$ cat src/hdl/mhkt_pkg.sv
// Shared types and constants of the masked hash key table.
// No dependencies; used by mhkt_ctrl, mhkt_dp and the top level.
package mhkt_pkg;

   // Field widths fixed by the payload format.
   localparam int KEY_W    = 32;
   localparam int HANDLE_W = 32;
   localparam int ORDER_W  = 4;

   // Defaults for the top-level parameters.
   localparam int ORDER_MAX_DEFAULT = 10;
   localparam int WAYS_DEFAULT      = 4;

   // Order register value after reset.
   localparam logic [ORDER_W-1:0] ORDER_RESET = 4'd10;

   // Action codes.
   localparam logic [1:0] ACT_INSERT = 2'd0;
   localparam logic [1:0] ACT_FIND   = 2'd1;
   localparam logic [1:0] ACT_REMOVE = 2'd2;

   // Result status codes.
   localparam logic [1:0] STATUS_OK   = 2'd0;
   localparam logic [1:0] STATUS_DUP  = 2'd1;
   localparam logic [1:0] STATUS_MISS = 2'd2;
   localparam logic [1:0] STATUS_FULL = 2'd3;

   typedef struct packed {
      logic [1:0]          action;
      logic [KEY_W-1:0]    key;
      logic [HANDLE_W-1:0] handle;
   } req_type;

   typedef struct packed {
      logic [1:0]          status;
      logic [HANDLE_W-1:0] found_handle;
   } rsp_type;

   // One way of a bucket row as held in the RAM.
   typedef struct packed {
      logic                valid;
      logic [KEY_W-1:0]    key;
      logic [HANDLE_W-1:0] handle;
   } entry_type;

   // Controller to datapath commands.
   typedef struct packed {
      logic issue;   // read the bucket row of the incoming request
      logic finish;  // resolve the lookup, write back, load the result
      logic clear;   // write an empty row at the sweep address
   } cmd_type;

   // Datapath to controller status.
   typedef struct packed {
      logic out_free;  // result register can take a new result this cycle
   } stat_type;

   typedef enum logic [1:0] {
      S_CLEAR,
      S_IDLE,
      S_LOOKUP
   } state_type;

endpackage

$ cat src/hdl/mhkt_ctrl.sv
// Controller of the masked hash key table: clearing sweep, lookup sequencing.
// Depends on mhkt_pkg.
module mhkt_ctrl #(
   parameter int ORDER_MAX = mhkt_pkg::ORDER_MAX_DEFAULT
) (
   input  logic                    clock,
   input  logic                    reset,
   input  logic                    req_valid,
   output logic                    req_stall,
   input  logic                    csr_fire,
   input  mhkt_pkg::stat_type      stat,
   output mhkt_pkg::cmd_type       cmd,
   output logic [ORDER_MAX-1:0]    clear_addr
);

   mhkt_pkg::state_type state_ff, state_in;
   logic [ORDER_MAX-1:0] count_ff, count_in;

   always_ff @(posedge clock) begin
      if (reset) begin
         state_ff <= mhkt_pkg::S_CLEAR;
         count_ff <= '0;
      end else begin
         state_ff <= state_in;
         count_ff <= count_in;
      end
   end

   always_comb begin
      state_in   = state_ff;
      count_in   = count_ff;
      cmd        = '0;
      req_stall  = 1'b1;
      case (state_ff)
         mhkt_pkg::S_CLEAR: begin
            cmd.clear = 1'b1;
            count_in  = count_ff + 1'b1;
            if (count_ff == '1) begin
               state_in = mhkt_pkg::S_IDLE;
            end
         end
         mhkt_pkg::S_IDLE: begin
            req_stall = 1'b0;
            if (req_valid) begin
               cmd.issue = 1'b1;
               state_in  = mhkt_pkg::S_LOOKUP;
            end
         end
         mhkt_pkg::S_LOOKUP: begin
            if (stat.out_free) begin
               cmd.finish = 1'b1;
               state_in   = mhkt_pkg::S_IDLE;
            end
         end
         default: begin
            state_in = mhkt_pkg::S_CLEAR;
            count_in = '0;
         end
      endcase
      // an order write empties the table: restart the sweep
      if (csr_fire) begin
         state_in = mhkt_pkg::S_CLEAR;
         count_in = '0;
      end
   end

   assign clear_addr = count_ff;

endmodule

$ cat config.mk
export PLATFORM = sky130hd
export DESIGN_NAME = mhkt_ctrl
export DESIGN_NICKNAME = d
export VERILOG_FILES = /design/src/hdl/mhkt_pkg.sv /design/src/hdl/mhkt_ctrl.sv
export SDC_FILE = /design/constraint.sdc
export NUM_CORES = 1
export LEC_CHECK = 0
export BUFFER_PORTS_ARGS = -buffer_cell sky130_fd_sc_hd__buf_2
export CAP_MARGIN = 20
export CORE_AREA = 2 2 40 42
export DETAILED_ROUTE_END_ITERATION = 8
export DIE_AREA = 0 0 42 44
export PLACE_DENSITY = 0.82
export SLEW_MARGIN = 10
export SYNTH_ARGS = -nofsm -noshare
export SYNTH_HDL_FRONTEND = slang
export SYNTH_SLANG_ARGS = --single-unit
$ cat constraint.sdc
create_clock -name clock -period 2.2 [get_ports clock]
set_input_delay 0.22 -clock clock [delete_from_list [all_inputs] [get_ports clock]]
set_output_delay 0.22 -clock clock [all_outputs]
set_load 0.03 [all_outputs]
* Word level (Yosys, flattened, before mapping) *
Cells that the tools add are included.

word-level totals
  bits in registers = 12
  input port bits = 5
  output and inout bits = 14
  logic and storage cells = 24

operators by class
  add/subtract/negate cells = 1
  eq/ne operators = 6
  mux-type cells = 11
  reduce and logical (&&, ||, !) cells = 4

operators by type and width
  operator               number
  $pmux 10 s2            1
  $add 10x1->10 const B  1
  $eq 10x10->1 const B   1
  $mux 1                 6
  $mux 2                 3
  $ne 2x2->1 const B     3
  $pmux 2 s3             1
  $reduce_or 2->1        2
  $reduce_and 3->1       1
  $eq 2x1->1 const B     1
  $eq 2x2->1 const B     1
  $logic_not 2->1        1

* Logic depth before layout (Yosys ltp) *
Gate-level depths: netlist (run 1).

  word-level depth = 3
  gate-level depth with buffers = 7
  depth with buffers taken out = 6

* Least setup slack after synthesis (run 1) *
No wires, ideal clock.

  kind = reg-to-reg
  from = reg state_ff[0]
  to = reg count_ff[9], in the netlist clear_addr[9]
  data arrival time = 1.459 ns
  required time = 2.063 ns
  slack = 0.604 ns
  cell stages (with the launch flop) = 8
  buffers on the path = 1
  period minus slack after synthesis = 1.596 ns
  cell sequence = dfxtp_1 > inv_1 > ha_1 > clkbuf_2 > nand4b_4 > nor3_1 > xnor2_1 > nor2_1

on the way
  cells in the longest elaborated chain, start to end = 3

RTL lines
  what                                             line             text
  start, declared                                  mhkt_ctrl.sv:16  mhkt_pkg::state_type state_ff, state_in;
  start signal, assigned                           mhkt_ctrl.sv:21  state_ff <= mhkt_pkg::S_CLEAR;
  start signal, assigned                           mhkt_ctrl.sv:24  state_ff <= state_in;
  $eq 2x2->1 / $eq 2x1->1 (equally long branches)  mhkt_ctrl.sv:34  case (state_ff)
  $reduce_or 2->1 (no line)                        --
  $pmux 10 s2                                      mhkt_ctrl.sv:34
  end signal, assigned                             mhkt_ctrl.sv:25  count_ff <= count_in;
  end, declared                                    mhkt_ctrl.sv:17  logic [ORDER_MAX-1:0] count_ff, count_in;

Parallel ways exist; a longest one is shown, timed or not.
A chain may end at the register's enable or synchronous reset.

* Final worst setup path (run 1) *
Ends and elaborated chain as after synthesis.

==> reports/metrics.csv, run 1 <==
metric,value,unit
status,"complete, no violations",
tritoncts,done,
synth_top_flop_cell,dfxtp_1,
synth_edf_count,0,
cts_htree_levels,1,
multi_input_area,388,µm²
start_kind,flop,
p_per_area,471,mW/mm²
path_max_fanout,6,
areaGrowthSynthToFinish,20.8,%
rsz0062_at_grt,no,
period_share,0.769,
synth.cell_area,648,µm²
layout_common_cells,"18 x buf_2, 12 x dfxtp_1, 10 x nor2_1, 6 x ha_1",
wirelength,1170,µm
postCtsSetupBuffers,0,
grt_pass1_vias,495,
io_pins,19,
place_congestion,0.783,
final_util,0.552,
diodes,0,
cap_violations,0,
r2r_cells,6,
synthTopCellsByArea,"dfxtp_1 37%, ha_1 12%, xor2_1 6.8%, nor2_1 5.8%, mux2i_1 4.6%",
root_buffer,clkbuf_4,
setup_viol,0,
final_common_cell,buf_2,
drt_iter0_drc,4,
grt_max_degree,8,
relSlewSlack,0.738,
io_buffers,18,
worst_pin_slew,391,ps
fin_skew,7.15,ps
hp-class,in2reg,
report.final.hold_viol_count,0,
wire_per_inst,11.0,µm
synth-compound-area-share,0.0734,
hold_path_end,state_ff[0]$_SDFFE_PP0P_,
slew_violations,0,
gr-total-overflow,0,
clkLatencyLatePin,270,ps
start_util,0.457,
timing.rr.end,clear_addr[9]$_SDFFE_PP0N_,
tns,0,ps
ir_worst_vdd,0.320,mV
synth_xor_area_frac,0.108,
fillerInstances,139,
synth_top_area_share,0.371,
avgSynthCellArea,9.26,µm²
first_pass_iters,4,
synth-seq-area-share,0.371,
core,0.00142,mm²
die_y,44,µm
cts_hold_buf,0,
seqCellArea,240,µm²
antenna_violating_nets_post_route,0,
vias,539,
crit_path_end_kind,flop,
worstHoldPathCells,4,
clkTransAtPathRegs,70,ps
numCtsBuffers,3,
dp_hpwl,933,µm
hp-start,reset,
cts_buffer_depth,2,
synth.distinct_cells,24,
grt_antenna_before_repair,0,
leakage,0.000385,µW
grt_pass1_wl,1930,µm
die_x,42,µm
r2r-start,state_ff[0]$_SDFFE_PP0P_,
worst-setup-path-type,reg2reg,
cts_resized,0,
required,2350,ps
synth_top_family_by_area,simple AND/OR/NAND/NOR gates,
critical_path_arrival,1840,ps
yosys.area_share.simple,0.255,
std_cell_rows,14,
synth_nets,81,
ys_async_sr_fraction,0,
layout_min_cycle_time,1690,ps
fmax,591,MHz
drive_above_1_share,0.286,
synth_top_area_cell,dfxtp_1,
via_per_inst,5.04,
numClockSinks,12,
yosysWarnings,0,
ys_seq_elements,12,
synthMuxAreaShare,0.0463,
rrSetupSlack,510,ps
drc,0,
synthCells,70,
nets,104,
grt_use_total,0.142,
synthAdderAreaFrac,0.116,
die-area,0.00185,mm²
-- layer usage --
metal | global-route usage | up-vias | share of wire
met2 | 0.244 | 18 | 0.46
li1 | - | 281 | -
met1 | 0.156 | 238 | 0.45
met4 | 0.0774 | 0 | 0.014
met3 | 0.0458 | 2 | 0.075
met5 | 0 | - | 0
-- state kept, by name, indices dropped and copies added, names as in the netlist --
name        cells
clear_addr     10
state_ff        2
-- per-stage QoR --
| step | hold WS, ps | power, µW | setup WS [ps] | std cells | instance area [µm²] |
|---|---|---|---|---|---|
| final | 262 | 369 | 507 | 107 | 783 |
| after global routing | 311 | 388 | 380 | 107 | 783 |
| after CTS | 262 | 373 | 490 | 107 | 783 |
| after detailed placement | 519 | 247 | 488 | 104 | 761 |
| after global placement | 504 | 246 | 601 | 104 | 761 |
| after floorplan | 406 | 237 | 604 | 70 | 648 |
-- critical path, stage by stage (launching register included) --
cell      delay (ps)
dfxtp_1          400
inv_1             90
ha_1             400
nand4b_4         240
nor3_1           250
xnor2_1          150
nor2_1            50
-- Yosys cell counts (2+ instances only) --
library cell,n
and2_1,2
dfxtp_1,12
ha_1,6
inv_1,4
mux2i_1,3
nand2_1,5
nand4_1,3
nor2_1,10
nor3_1,3
o21ai_0,2
xnor2_1,3
xor2_1,5
-- report_power, final --
| group | internal [µW] | total, µW | switching (µW) | leakage (µW) |
|---|---|---|---|---|
| clock | 63.2 | 128 | 64.7 | 0.0000138 |
| sequential | 219 | 222 | 2.90 | 0.0000969 |
| combinational | 7.74 | 19.6 | 11.9 | 0.000274 |
| total | 290 | 369 | 79.5 | 0.000385 |
-- logic make-up after synthesis --
kind of cell / after synthesis
compound gates: 6
flops: 12
fa+ha+maj: 6
xor+xnor: 8
buf+inv: 5
simple gates: 30
mux: 3
-- worst max path at each step --
| stage | startpoint | to | slack (ps) | cells past startpoint |
|---|---|---|---|---|
| CTS | state_ff[0]$_SDFFE_PP0P_ | clear_addr[9]$_SDFFE_PP0N_ | 490 | 6 |
| floorplan | state_ff[0]$_SDFFE_PP0P_ | clear_addr[9]$_SDFFE_PP0N_ | 600 | 7 |
| detailed placement | state_ff[0]$_SDFFE_PP0P_ | clear_addr[9]$_SDFFE_PP0N_ | 490 | 6 |
| finish | state_ff[0]$_SDFFE_PP0P_ | clear_addr[9]$_SDFFE_PP0N_ | 510 | 6 |
| global route | state_ff[0]$_SDFFE_PP0P_ | clear_addr[9]$_SDFFE_PP0N_ | 380 | 6 |
| global placement | state_ff[0]$_SDFFE_PP0P_ | clear_addr[7]$_SDFFE_PP0N_ | 600 | 6 |
-- cell type report --
cell class | count | area share
clock buffer | 3 | 0.0288
timing repair buffer | 19 | 0.125
tap | 16 | 0.0256
multi-input combinational | 53 | 0.495
sequential | 12 | 0.307
inverter | 4 | 0.0192
No activity file was read; power rests on OpenSTA's default activity.
==> inputs of run 2 (changes only) <==
--- a/config.mk
+++ b/config.mk
@@ -7,10 +7,10 @@
 export LEC_CHECK = 0
 export BUFFER_PORTS_ARGS = -buffer_cell sky130_fd_sc_hd__buf_2
 export CAP_MARGIN = 20
-export CORE_AREA = 2 2 40 42
+export CORE_AREA = 2 2 42 44
 export DETAILED_ROUTE_END_ITERATION = 8
-export DIE_AREA = 0 0 42 44
-export PLACE_DENSITY = 0.82
+export DIE_AREA = 0 0 44 46
+export PLACE_DENSITY = 0.79
 export SLEW_MARGIN = 10
 export SYNTH_ARGS = -nofsm -noshare
 export SYNTH_HDL_FRONTEND = slang
==> constraint.sdc (replaced) <==
create_clock -name clock -period 1.4 [get_ports clock]
set_input_delay 0.14 -clock clock [delete_from_list [all_inputs] [get_ports clock]]
set_output_delay 0.14 -clock clock [all_outputs]
set_load 0.03 [all_outputs]
==> reports/metrics.csv, run 2 (synthesis gave the netlist of run 1 again) <==
metric,value,unit,change
status,finished with violations,,
violations,negative setup slack,,
rsz0062_at_grt,yes,,
placed_area,842,µm²,+11%
tns,-7.57,ps,-7.57 ps
core,0.00161,mm²,+14%
cpMaxStageDelayCell,or3_1,,
cts_buffer_depth,2,,unchanged
hp-class,in2reg,,
layout_min_cycle_time,1410,ps,-285 ps
tritoncts,done,,
dp_hpwl,1040,µm,+12%
slew_violations,0,,unchanged
crit_path_end,clear_addr[5]$_SDFFE_PP0N_,,
numCtsBuffers,3,,unchanged
vias,581,,+7.8%
multi_input_area,430,µm²,+11%
path_max_fanout,4,,-2
std_cell_rows,15,,+1
clkLatencyLatePin,270,ps,about the same
stdcell_area,923,µm²,+18%
cp.depth,5,,-1
startpoint,state_ff[0]$_SDFFE_PP0P_,,
io_buffers,18,,unchanged
wirelength,1340,µm,+14%
p_per_area,643,mW/mm²,+36%
critPathBufInv,1,,unchanged
grt_antenna_before_repair,0,,unchanged
rrSetupSlack,-8,ps,-510 ps
cap_violations,0,,unchanged
die-area,0.00202,mm²,+9.5%
report.final.hold_viol_count,0,,unchanged
place_congestion,0.761,,-2.8%
crit_family,simple AND/OR/NAND/NOR gates,,
cts_htree_levels,1,,unchanged
grt_max_degree,8,,unchanged
fin_skew,2.45,ps,-4.70 ps
leakage,0.000444,µW,+15%
drive_above_1_share,0.485,,+0.199
grt_use_total,0.153,,+0.0110
r2r_cells,5,,-1
die_x,44,µm,+4.8%
hp-start,reset,,
final_util,0.572,,+0.0201
dp_cells,112,,+7.7%
wire_per_inst,11.3,µm,+3.1%
largest_register_ffs,10,,unchanged
period_share,1.01,,+0.236
root_buffer,clkbuf_4,,
layout_common_cells,"16 x buf_2, 12 x buf_4, 10 x nor2_1, 8 x dfxtp_1",,
worst-setup-path-type,reg2reg,,
relSlewSlack,0.811,,+0.0739
fmax,710,MHz,+20%
timing.rr.end,clear_addr[5]$_SDFFE_PP0N_,,
grt_pass1_wl,2180,µm,+13%
r2r-start,state_ff[0]$_SDFFE_PP0P_,,
critical_path_arrival,1620,ps,-220 ps
grt_pass1_vias,498,,+0.61%
clkTransAtPathRegs,70,ps,about the same
via_per_inst,4.92,,-2.3%
critPathMaxStageDelay,390,ps,about the same
ir_worst_vdd,0.434,mV,+36%
crit_path_end_kind,flop,,
diodes,0,,unchanged
io_pins,19,,unchanged
fin_ws,-7.57,ps,-515 ps
final_common_cell,buf_2,,
drt_iter0_drc,10,,+6
required,1610,ps,-740 ps
instances_no_fill,118,,+10%
crit_chain,"inv_2, ha_4, nand4b_4, or3_1, a21oi_1",,
areaGrowthSynthToFinish,42.5,%,
setup_viol,1,,+1
die_y,46,µm,+4.5%
fillerInstances,145,,+4.3%
antenna_violating_nets_post_route,0,,unchanged
start_util,0.402,,-0.0552
seqCellArea,250,µm²,+4.2%
nets,114,,+9.6%
start_kind,flop,,
gr-total-overflow,0,,unchanged
numClockSinks,12,,unchanged
worst_pin_slew,282,ps,-109 ps
first_pass_iters,4,,unchanged
drc,0,,unchanged
-- run 2: changes by cell type in the layout (fill, tap and decap cells not counted), sizes merged --
cell	previous run	this run
buf	19	29
-- run 2: final cells by class --
type	count	share of cell area
multi-input combinational	53	0.466
sequential	12	0.271
tap	17	0.0230
inverter	4	0.0190
timing repair buffer	29	0.196
clock buffer	3	0.0244
-- run 2: worst min path at each step --
| stage | slack [ps] | cells after the start | endpoint |
|---|---|---|---|
| after floorplan | 320 | 3 | state_ff[0]$_SDFFE_PP0P_ |
| after detailed placement | 440 | 4 | state_ff[0]$_SDFFE_PP0P_ |
| final | 150 | 4 | state_ff[0]$_SDFFE_PP0P_ |
| after CTS | 140 | 4 | state_ff[0]$_SDFFE_PP0P_ |
| after global placement | 430 | 4 | state_ff[0]$_SDFFE_PP0P_ |
| after global routing | 220 | 4 | state_ff[0]$_SDFFE_PP0P_ |
-- run 2: worst register-to-register path, delay by kind of cell, from the launching register on --
family / cells / cell delay [ps]
AOI/OAI and AO/OA: 1 / 130
adders and majority gates: 1 / 230
and+or+nand+nor: 2 / 580
buffers and inverters: 1 / 50
DFF: 1 / 340
-- run 2: timing repair --
action,4_1_cts,5_1_grt
hold buffers,0,0
pin swaps,0,5
setup buffers,1,2
gates resized for setup,2,10
endpoints found under the setup margin,2,10
-- run 2: per-layer routing --
| metal | global-route usage | routed length (µm) | vias up |
|---|---|---|---|
| li1 | - | - | 299 |
| met1 | 0.208 | 634 | 261 |
| met2 | 0.209 | 583 | 17 |
| met3 | 0.0357 | 69 | 4 |
| met4 | 0.109 | 47 | 0 |
| met5 | 0 | 0 | - |
-- run 2: where the power goes --
group	internal (µW)	switching, µW
registers	341	2.57
logic	16.5	22.4
clock network	99.7	112
total	457	137
-- run 2: metrics by stage --
step	power (µW)	hold WS [ps]	setup slack, ps
CTS	605	141	0.888
finish	594	150	-7.57
detailed placement	393	437	6.50
floorplan	373	318	-78.4
global placement	392	428	36.5
global route	617	216	-54.8
